===== src/rtl/rmvc_pkg.sv =====
// Package for the running mean and variance block: constants, state types and link structs.
package rmvc_pkg;

  localparam int SAMPLE_W   = 32;
  localparam int COUNT_W    = 32;
  localparam int MEAN_W     = 48;
  localparam int VAR_W      = 64;
  localparam int VAR_FRAC   = 8;
  localparam int CUTOFF_W   = 32;

  localparam int DEF_COUNT_BITS  = 32;
  localparam int DEF_SAMPLE_BITS = 32;
  localparam int DEF_FRAC_BITS   = 16;

  localparam logic [CUTOFF_W-1:0] CUTOFF_RESET = 32'd1000000;

  typedef enum logic [2:0] {
    U_IDLE,
    U_DONE,
    U_DIV1,
    U_MEAN,
    U_MUL,
    U_ADD,
    U_DIV2,
    U_FIN
  } unit_state_t;

  typedef enum logic {
    T_IDLE,
    T_RUN
  } top_state_t;

  typedef struct packed {
    logic                start;
    logic                en;
    logic [SAMPLE_W-1:0] x;
  } set_cmd_t;

  typedef struct packed {
    logic               idle;
    logic [COUNT_W-1:0] count;
    logic [MEAN_W-1:0]  mean;
    logic [VAR_W-1:0]   var_q;
  } set_stat_t;

endpackage


===== src/rtl/rmvc_set_unit.sv =====
// One statistics set: count, mean and variance with a bit-serial divider and multipliers.
module rmvc_set_unit import rmvc_pkg::*; #(
  parameter int COUNT_BITS = DEF_COUNT_BITS,
  parameter int FRAC_BITS  = DEF_FRAC_BITS
) (
  input  logic      clk,
  input  logic      rst,
  input  set_cmd_t  cmd,
  output set_stat_t stat
);

  localparam int CW   = COUNT_BITS;
  localparam int MW   = MEAN_W;
  localparam int VW   = VAR_W;
  localparam int DQW  = VW;
  localparam int PW1  = VW + MW;
  localparam int PW2  = 2 * MW;
  localparam int AW   = 2 * VW;
  localparam int SH_R = (2 * FRAC_BITS > VAR_FRAC) ? 2 * FRAC_BITS - VAR_FRAC : 0;
  localparam int SH_L = (2 * FRAC_BITS < VAR_FRAC) ? VAR_FRAC - 2 * FRAC_BITS : 0;
  localparam logic [6:0] LAST_MW = 7'(MW - 1);
  localparam logic [6:0] LAST_VW = 7'(VW - 1);
  localparam logic [CW-1:0] CMAX = '1;

  unit_state_t state, state_next;
  logic [6:0]     cnt;
  logic [CW-1:0]  count;
  logic [MW-1:0]  mean;
  logic [VW-1:0]  var_q;
  logic [CW-1:0]  n;
  logic [MW-1:0]  d1;
  logic           neg;
  logic [CW-1:0]  rem;
  logic [DQW-1:0] dq;
  logic [PW1-1:0] p1;
  logic [PW2-1:0] p2;
  logic           sat;

  logic [MW-1:0]  xf;
  logic [CW-1:0]  n_calc;
  logic [CW:0]    rem_sh;
  logic           ge;
  logic [CW:0]    rem_sub;
  logic [VW:0]    s1;
  logic [MW:0]    s2;
  logic [MW-1:0]  q1;
  logic [MW-1:0]  d2;
  logic [AW-1:0]  acc;

  always_comb begin
    xf      = MW'({{(MW - SAMPLE_W){1'b0}}, cmd.x} << FRAC_BITS);
    n_calc  = (count == CMAX) ? CMAX : count + 1'b1;
    rem_sh  = {rem, dq[DQW-1]};
    ge      = rem_sh >= {1'b0, n};
    rem_sub = rem_sh - {1'b0, n};
    s1      = {1'b0, p1[PW1-1:MW]} + (p1[0] ? {1'b0, var_q} : '0);
    s2      = {1'b0, p2[PW2-1:MW]} + (p2[0] ? {1'b0, d1} : '0);
    q1      = dq[MW-1:0];
    d2      = d1 - q1;
    acc     = {{(AW - PW1){1'b0}}, p1}
            + (({{(AW - PW2){1'b0}}, p2} >> SH_R) << SH_L);
  end

  always_comb begin
    state_next = state;
    case (state)
      U_IDLE: begin
        if (cmd.start) begin
          state_next = (cmd.en && count != '0) ? U_DIV1 : U_DONE;
        end
      end
      U_DONE: state_next = U_IDLE;
      U_DIV1: if (cnt == LAST_MW) state_next = U_MEAN;
      U_MEAN: state_next = U_MUL;
      U_MUL:  if (cnt == LAST_MW) state_next = U_ADD;
      U_ADD:  state_next = U_DIV2;
      U_DIV2: if (cnt == LAST_VW) state_next = U_FIN;
      U_FIN:  state_next = U_IDLE;
      default: state_next = U_IDLE;
    endcase
  end

  always_ff @(posedge clk) begin
    if (rst) begin
      state <= U_IDLE;
      cnt   <= '0;
      count <= '0;
      mean  <= '0;
      var_q <= '0;
    end else begin
      state <= state_next;
      cnt   <= (state == U_DIV1 || state == U_MUL || state == U_DIV2) ? cnt + 1'b1 : '0;
      case (state)
        U_IDLE: begin
          if (cmd.start && cmd.en) begin
            if (count == '0) begin
              count <= CW'(1);
              mean  <= xf;
              var_q <= '0;
            end else begin
              count <= n_calc;
              n     <= n_calc;
              neg   <= xf < mean;
              d1    <= (xf >= mean) ? xf - mean : mean - xf;
              rem   <= '0;
              dq    <= (xf >= mean) ? {xf - mean, {(DQW - MW){1'b0}}}
                                    : {mean - xf, {(DQW - MW){1'b0}}};
            end
          end
        end
        U_DIV1, U_DIV2: begin
          // restoring division, one quotient bit per cycle
          rem <= ge ? rem_sub[CW-1:0] : rem_sh[CW-1:0];
          dq  <= {dq[DQW-2:0], ge};
        end
        U_MEAN: begin
          mean <= neg ? mean - q1 : mean + q1;
          p1   <= {{VW{1'b0}}, MW'(n - 1'b1)};
          p2   <= {{MW{1'b0}}, d2};
        end
        U_MUL: begin
          p1 <= {s1, p1[MW-1:1]};
          p2 <= {s2, p2[MW-1:1]};
        end
        U_ADD: begin
          sat <= acc[AW-1:VW] >= VW'(n);
          rem <= acc[VW+CW-1:VW];
          dq  <= acc[VW-1:0];
        end
        U_FIN: var_q <= sat ? '1 : dq;
        default: ;
      endcase
    end
  end

  always_comb begin
    stat.idle  = (state == U_IDLE);
    stat.count = COUNT_W'(count);
    stat.mean  = mean;
    stat.var_q = var_q;
  end

endmodule


===== config.mk =====
export PLATFORM = sky130hd
export DESIGN_NAME = rmvc_set_unit
export DESIGN_NICKNAME = d
export VERILOG_FILES = /design/src/rtl/rmvc_pkg.sv /design/src/rtl/rmvc_set_unit.sv
export SDC_FILE = /design/constraint.sdc
export NUM_CORES = 2
export LEC_CHECK = 0
export ABC_CLOCK_PERIOD_IN_PS = 23500
export BUFFER_PORTS_ARGS = -buffer_cell sky130_fd_sc_hd__buf_2
export CORE_AREA = 4 4 399 401
export DETAILED_ROUTE_END_ITERATION = 16
export DIE_AREA = 0 0 403 405
export PLACE_DENSITY_LB_ADDON = 0.25
export SLEW_MARGIN = 20
export SYNTH_ARGS = -nofsm -noshare
export SYNTH_HDL_FRONTEND = slang
export SYNTH_SLANG_ARGS = --single-unit

===== constraint.sdc =====
create_clock -name clk -period 23.5 [get_ports clk]
set_input_delay 1.175 -clock clk [delete_from_list [all_inputs] [get_ports clk]]
set_output_delay 1.175 -clock clk [all_outputs]
set_load 0.05 [all_outputs]

Word level (Yosys, flattened, before mapping):

Index checks and enable logic that the tools add are counted.

* bitwise logic cells: 3
* equality and inequality tests: 17
* shift operators: 0
* multiply operators: 0
* $lt $le $gt $ge: 4
* multiplexer cells: 29
* add/sub/neg operators: 12
* reduce and logical (&&, ||, !) cells: 22
* divide/modulo/power cells: 0

Operator list (number)
* 2-to-1 mux 64 bit: 7
* 2-to-1 mux 48 bit: 5
* case mux 112 bit (2 select lines): 1
* case mux 64 bit (3 select lines): 1
* case mux 96 bit (2 select lines): 1
* subtractor 48 bit: 4
* 2-to-1 mux 32 bit: 5
* case mux 64 bit (2 select lines): 1
* adder 112 x 72 -> 113 bit: 1
* case mux 32 bit (3 select lines): 1
* case mux 48 bit (2 select lines): 1
* adder 64 x 64 -> 65 bit: 1
* adder 48 x 48 -> 49 bit: 1
* >= comparator 49 x 32 -> 1 bit: 1
* adder 48 bit: 1
* >= comparator 48 bit: 1
* less-than comparator 48 bit: 1
* >= comparator 33 x 32 -> 1 bit: 1
* subtractor 32 x 1 -> 33 bit (second input constant): 1
* adder 32 x 1 -> 32 bit (second input constant): 1
* == test 32 bit (second input constant): 1
* logical NOT 32 bit: 1
* nonzero test 32 bit: 1
* subtractor 32 bit: 1
* 20 further kinds: 46

* ROM bits: 0
* logic and storage cells: 100
* output and inout bits: 145
* RAM bits: 0
* memories kept: 0
* latch bits: 0
* register bits: 540

Depth between registers and ports, before layout:

* word-level depth: 5
* mapped depth: 27
* gate-level depth less buffers: 27

Least setup slack after synthesis:

OpenSTA, ideal clock, no wires.

* kind: flip-flop to flip-flop
* start: register state[1]
* end: register p1[0], enable pin
* library setup time: 0.846 ns
* stages on the path, launching flop included: 8
* required time: 22.654 ns
* setup slack: 11.039 ns
* path buffers: 4
* arrival: 11.615 ns
* cell sequence: dfxtp_1 clkbuf_1 nand2_1 or2_2 clkbuf_1 clkbuf_1 clkbuf_1 a21oi_1

* longest elaborated chain between the ends: 3
* elaborated cells between the ends (all ways): 4

RTL lines
* from (decl): line rmvc_set_unit.sv:25 `unit_state_t state, state_next;`
* from (signal assigned): line rmvc_set_unit.sv:91 `state <= state_next;`
* == test 3 bit / == test 3 x 2 -> 1 bit (equally long branches): line rmvc_set_unit.sv:93 `case (state)`
* nonzero test 2 bit (no line) (*)
* AND reduction 2 bit (no line) (*)
* to (signal assigned): line rmvc_set_unit.sv:118 `p1 <= {{VW{1'b0}}, MW'(n - 1'b1)};`
* to (signal assigned): line rmvc_set_unit.sv:122 `p1 <= {s1, p1[MW-1:1]};`
* to (decl): line rmvc_set_unit.sv:35 `logic [PW1-1:0] p1;`

Every way passes the cells marked *; elsewhere a longest branch is shown, timed or not.
A chain may end at the register's enable or synchronous reset.

Worst setup path after layout:

* start: register p1[0]
* end: register sat, data pin

* longest elaborated chain between the ends: 2

RTL lines
* adder 112 x 72 -> 113 bit: line rmvc_set_unit.sv:61 `+ (({{(AW - PW2){1'b0}}, p2} >> SH_R) << SH_L);`
* >= comparator 49 x 32 -> 1 bit: line rmvc_set_unit.sv:126 `sat <= acc[AW-1:VW] >= VW'(n);`
* to (signal assigned): line rmvc_set_unit.sv:126
* to (decl): line rmvc_set_unit.sv:37 `logic sat;`

Every way passes these cells.

==> run_results.csv <==
group,metric,value,unit
run_status,status,"completed",
synthesis,synth-seq-area-share,31.5,%
synthesis,synth.avg_cell_area,8.24,µm²
route,drc,0,
sta,worst_pin_slew,1190,ps
worst_setup_path,critical_path_required,23910,ps
clocking,clkTransAtPathRegs,60,ps
clocking,post_cts_buffers,0,
synthesis,ys_types,92,
route,dr.pass1.iters,6,
clocking,numCtsBuffers,76,
clocking,h-tree-depth,3,
worst_setup_path,crit_fanout,5,
worst_setup_path,cp-start-kind,"flip-flop",
synthesis,netlist_instances,5649,
floorplanning,die_h,405,µm
worst_setup_path,end_kind,"flip-flop",
floorplanning,die-area,163000,µm²
sta,finalSetupViolations,0,
global_route,grt_util_all_layers,23.1,%
synthesis,synth_top_family_by_area,"compound AO/OA/AOI/OAI gates",
synthesis,synthAdderAreaFrac,11.3,%
floorplanning,rows,145,
final_layout,fin_cells,7795,
run,drv_cap,0,
final_layout,nets,6125,
route,vias,44500,
synthesis,synth-seq-cells,540,
synthesis,yosysWarningCount,0,
sta,maxSlewHeadroom,19.8,%
clocking,clk_latency,700,ps
synthesis,synth_compound_area_share,23.2,%
place,gp_congestion,0.973,
hold_path,hold_path.class,"reg2reg",
route,detail-route-antenna-nets,0,
sta,period_share,31.3,%
floorplanning,ioPinCount,181,
global_route,grt_max_degree,152,
sta,finClkSkew,30.1,ps
worst_setup_path,cp_data_arrival_time,7760,ps
global_route,overflow,0,
final_layout,fin_util,33.4,%
route,drt-total-wl,196,mm
place,numPortBuffers,180,
global_route,antenna_found_initial,8,
clocking,ctsHoldBuffers,0,
worst_setup_path,path_class,"reg2reg",
synthesis,synth_edf_count,386,
synthesis,synth_xor_area_share,8.15,%
worst_setup_path,path_buf_inv,1,
place,dp_hpwl,154,mm
power,peakVddDrop,0.0464,mV
route,wire_per_inst,25.1,µm
global_route,grt_pass1_vias,42100,
route,drtIter0Drc,4261,
clocking,cts_resized,0,
synthesis,syn-num-nets,6102,
final_layout,fillerInstances,16600,
route,routed_via_density,5.70,
synthesis,synth.area.mux_share,0.898,%
floorplanning,start_util,29.9,%
clocking,cts_sinks,540,
worst_setup_path,max_stage_delay,570,ps
sta,drv_slew,0,
synthesis,synth-simple-area-share,20.4,%
power,power_density,51.0,nW/µm²
synthesis,synthArstFlopShare,0,%
sta,fin_ws,16160,ps
sta,min_period,7340,ps
synthesis,synth_area,46500,µm²
global_route,grt_first_pass_wirelength,285,mm
sta,rsz0062_at_grt,"false",
place,placed_cells,7652,
sta,max_freq,136,MHz
worst_setup_path,crit_slowest_cell,"edfxtp_1",
sta,finalHoldViolCount,0,
floorplanning,die_width,403,µm
clocking,clock_path_buffers,3,
sta,tns,0,ps
place,pre_cts_ws,16250,ps
floorplanning,coreArea,156000,µm²
clocking,ctsRootBufferMaster,"clkbuf_16",
power,p_leak,0.0209,µW
worst_setup_path,path_delay_family,"compound AO/OA/AOI/OAI gates",
final_layout,drive_gt1_share,7.41,%
final_layout,area_growth,11.9,%
clocking,tritoncts,"built",
synthesis,ys.flop_type,"edfxtp_1",
[power by group]
| part | leakage (µW) | internal (µW) | total, µW | switching, µW |
|---|---|---|---|---|
| Clock | 0.00128 | 752 | 1260 | 506 |
| Combinational | 0.0147 | 113 | 339 | 226 |
| Sequential | 0.00485 | 1040 | 1060 | 19.2 |
| Total | 0.0209 | 1900 | 2650 | 751 |
[worst register-to-register path, delay by kind of cell (launching register included)]
| family | cells | cell delay (ps) |
|---|---|---|
| AO/OA/AOI/OAI | 12 | 3680 |
| buffers and inverters | 1 | 80 |
| XOR/XNOR | 1 | 190 |
| adder cells (fa/ha/maj) | 3 | 820 |
| AND/OR/NAND/NOR | 9 | 1750 |
| flip-flops | 1 | 570 |
[state kept, by name, indices dropped and copies added (netlist names)]
signal,count
cnt,7
count,32
d1,48
dq,64
mean,48
n,32
neg,1
p1,112
p2,96
rem,32
sat,1
state,3
var_q,64
[kinds of logic (layout without fill, tap and decap cells)]
group | count (synthesis) | after routing
fa+ha+maj | 417 | 417
xor+xnor | 433 | 433
flops | 540 | 540
compound gates | 1722 | 1722
other cells | 0 | 2
simple gates | 1946 | 1946
buf+inv | 550 | 636
mux | 41 | 41
[layout by cell type, fill, tap and decap left out, drive strengths merged, types with 114 or more instances in the layout]
cell type  instances
dfxtp            154
edfxtp           386
nand3            153
a21oi            575
nor3             222
inv              278
nand4            114
xor2             153
a21o             185
buf              222
ha               410
and2             146
xnor2            280
o21ai            397
nor2             482
nand2            482
[path summary, 6_finish.rpt]
check	start	endpoint	slack [ps]	cells past startpoint
hold reg to reg	cnt[0]$_SDFF_PP0_	cnt[0]$_SDFF_PP0_	480	1
hold / removal	cnt[0]$_SDFF_PP0_	cnt[0]$_SDFF_PP0_	480	1
setup reg to reg	p1[0]$_DFFE_PP_	sat$_DFFE_PP_	16160	26
setup / recovery	p1[0]$_DFFE_PP_	sat$_DFFE_PP_	16160	26
[layer usage]
metal,vias to the layer above,track usage [%],part of all wire [%]
li1,20800,-,-
met1,21800,32.0,45
met2,1585,36.1,44
met3,286,3.65,6.8
met4,2,8.95,4.3
met5,-,0,0.0066
[synth_stat cells, types with 11 or more instances]
cell	n	area (µm²)
nor3_1	221	1110
inv_1	269	1010
o221ai_1	20	175
o31a_1	11	96.3
buf_2	21	105
a21o_1	185	1390
nand2_1	482	1810
or3_1	31	194
o31ai_1	36	270
a221oi_1	13	114
o22ai_1	25	156
o21a_1	45	338
clkbuf_1	236	886
and2_1	146	913
o211ai_1	31	233
or4_1	12	90.1
o21ai_1	49	245
nand2b_1	55	344
nor2b_1	61	382
and4_1	21	184
dfxtp_1	154	3080
nand3_1	153	766
mux2i_1	35	350
a41oi_1	15	131
and3_1	53	332
or2_2	18	113
a221o_1	15	150
a31oi_1	62	388
buf_1	19	71.3
xnor2_1	280	2450
a21oi_1	573	2870
nor2_1	482	1810
a211oi_1	63	473
nand4_1	114	713
edfxtp_1	386	11600
o21ai_0	348	1740
nor4_1	49	307
ha_1	410	5130
o21bai_1	51	383
a22oi_1	27	203
xor2_1	153	1340
a21boi_0	13	97.6
a22o_1	21	184
[stage by stage]
stage / total power, µW / hold slack, ps / instance area [µm²]
6_report: 2650 / 481 / 52000
5_1_grt: 2730 / 525 / 52000
4_1_cts: 2670 / 485 / 52000
3_5_place_dp: 1410 / 477 / 49400
3_3_place_gp: 1410 / 445 / 49400
2_1_floorplan: 1300 / 430 / 46500
[area by class of cell]
type,instances,area [µm²],area share (%)
inverters,273,1030,1.97
repair buffers,222,1230,2.37
flip-flops and latches,540,14700,28.2
diodes,2,5.00,0.00962
multi-input cells,4559,29900,57.4
clock inverters,41,468,0.899
clock buffers,100,2200,4.23
well taps,2058,2570,4.95
Power figures use the tool's default switching activity.
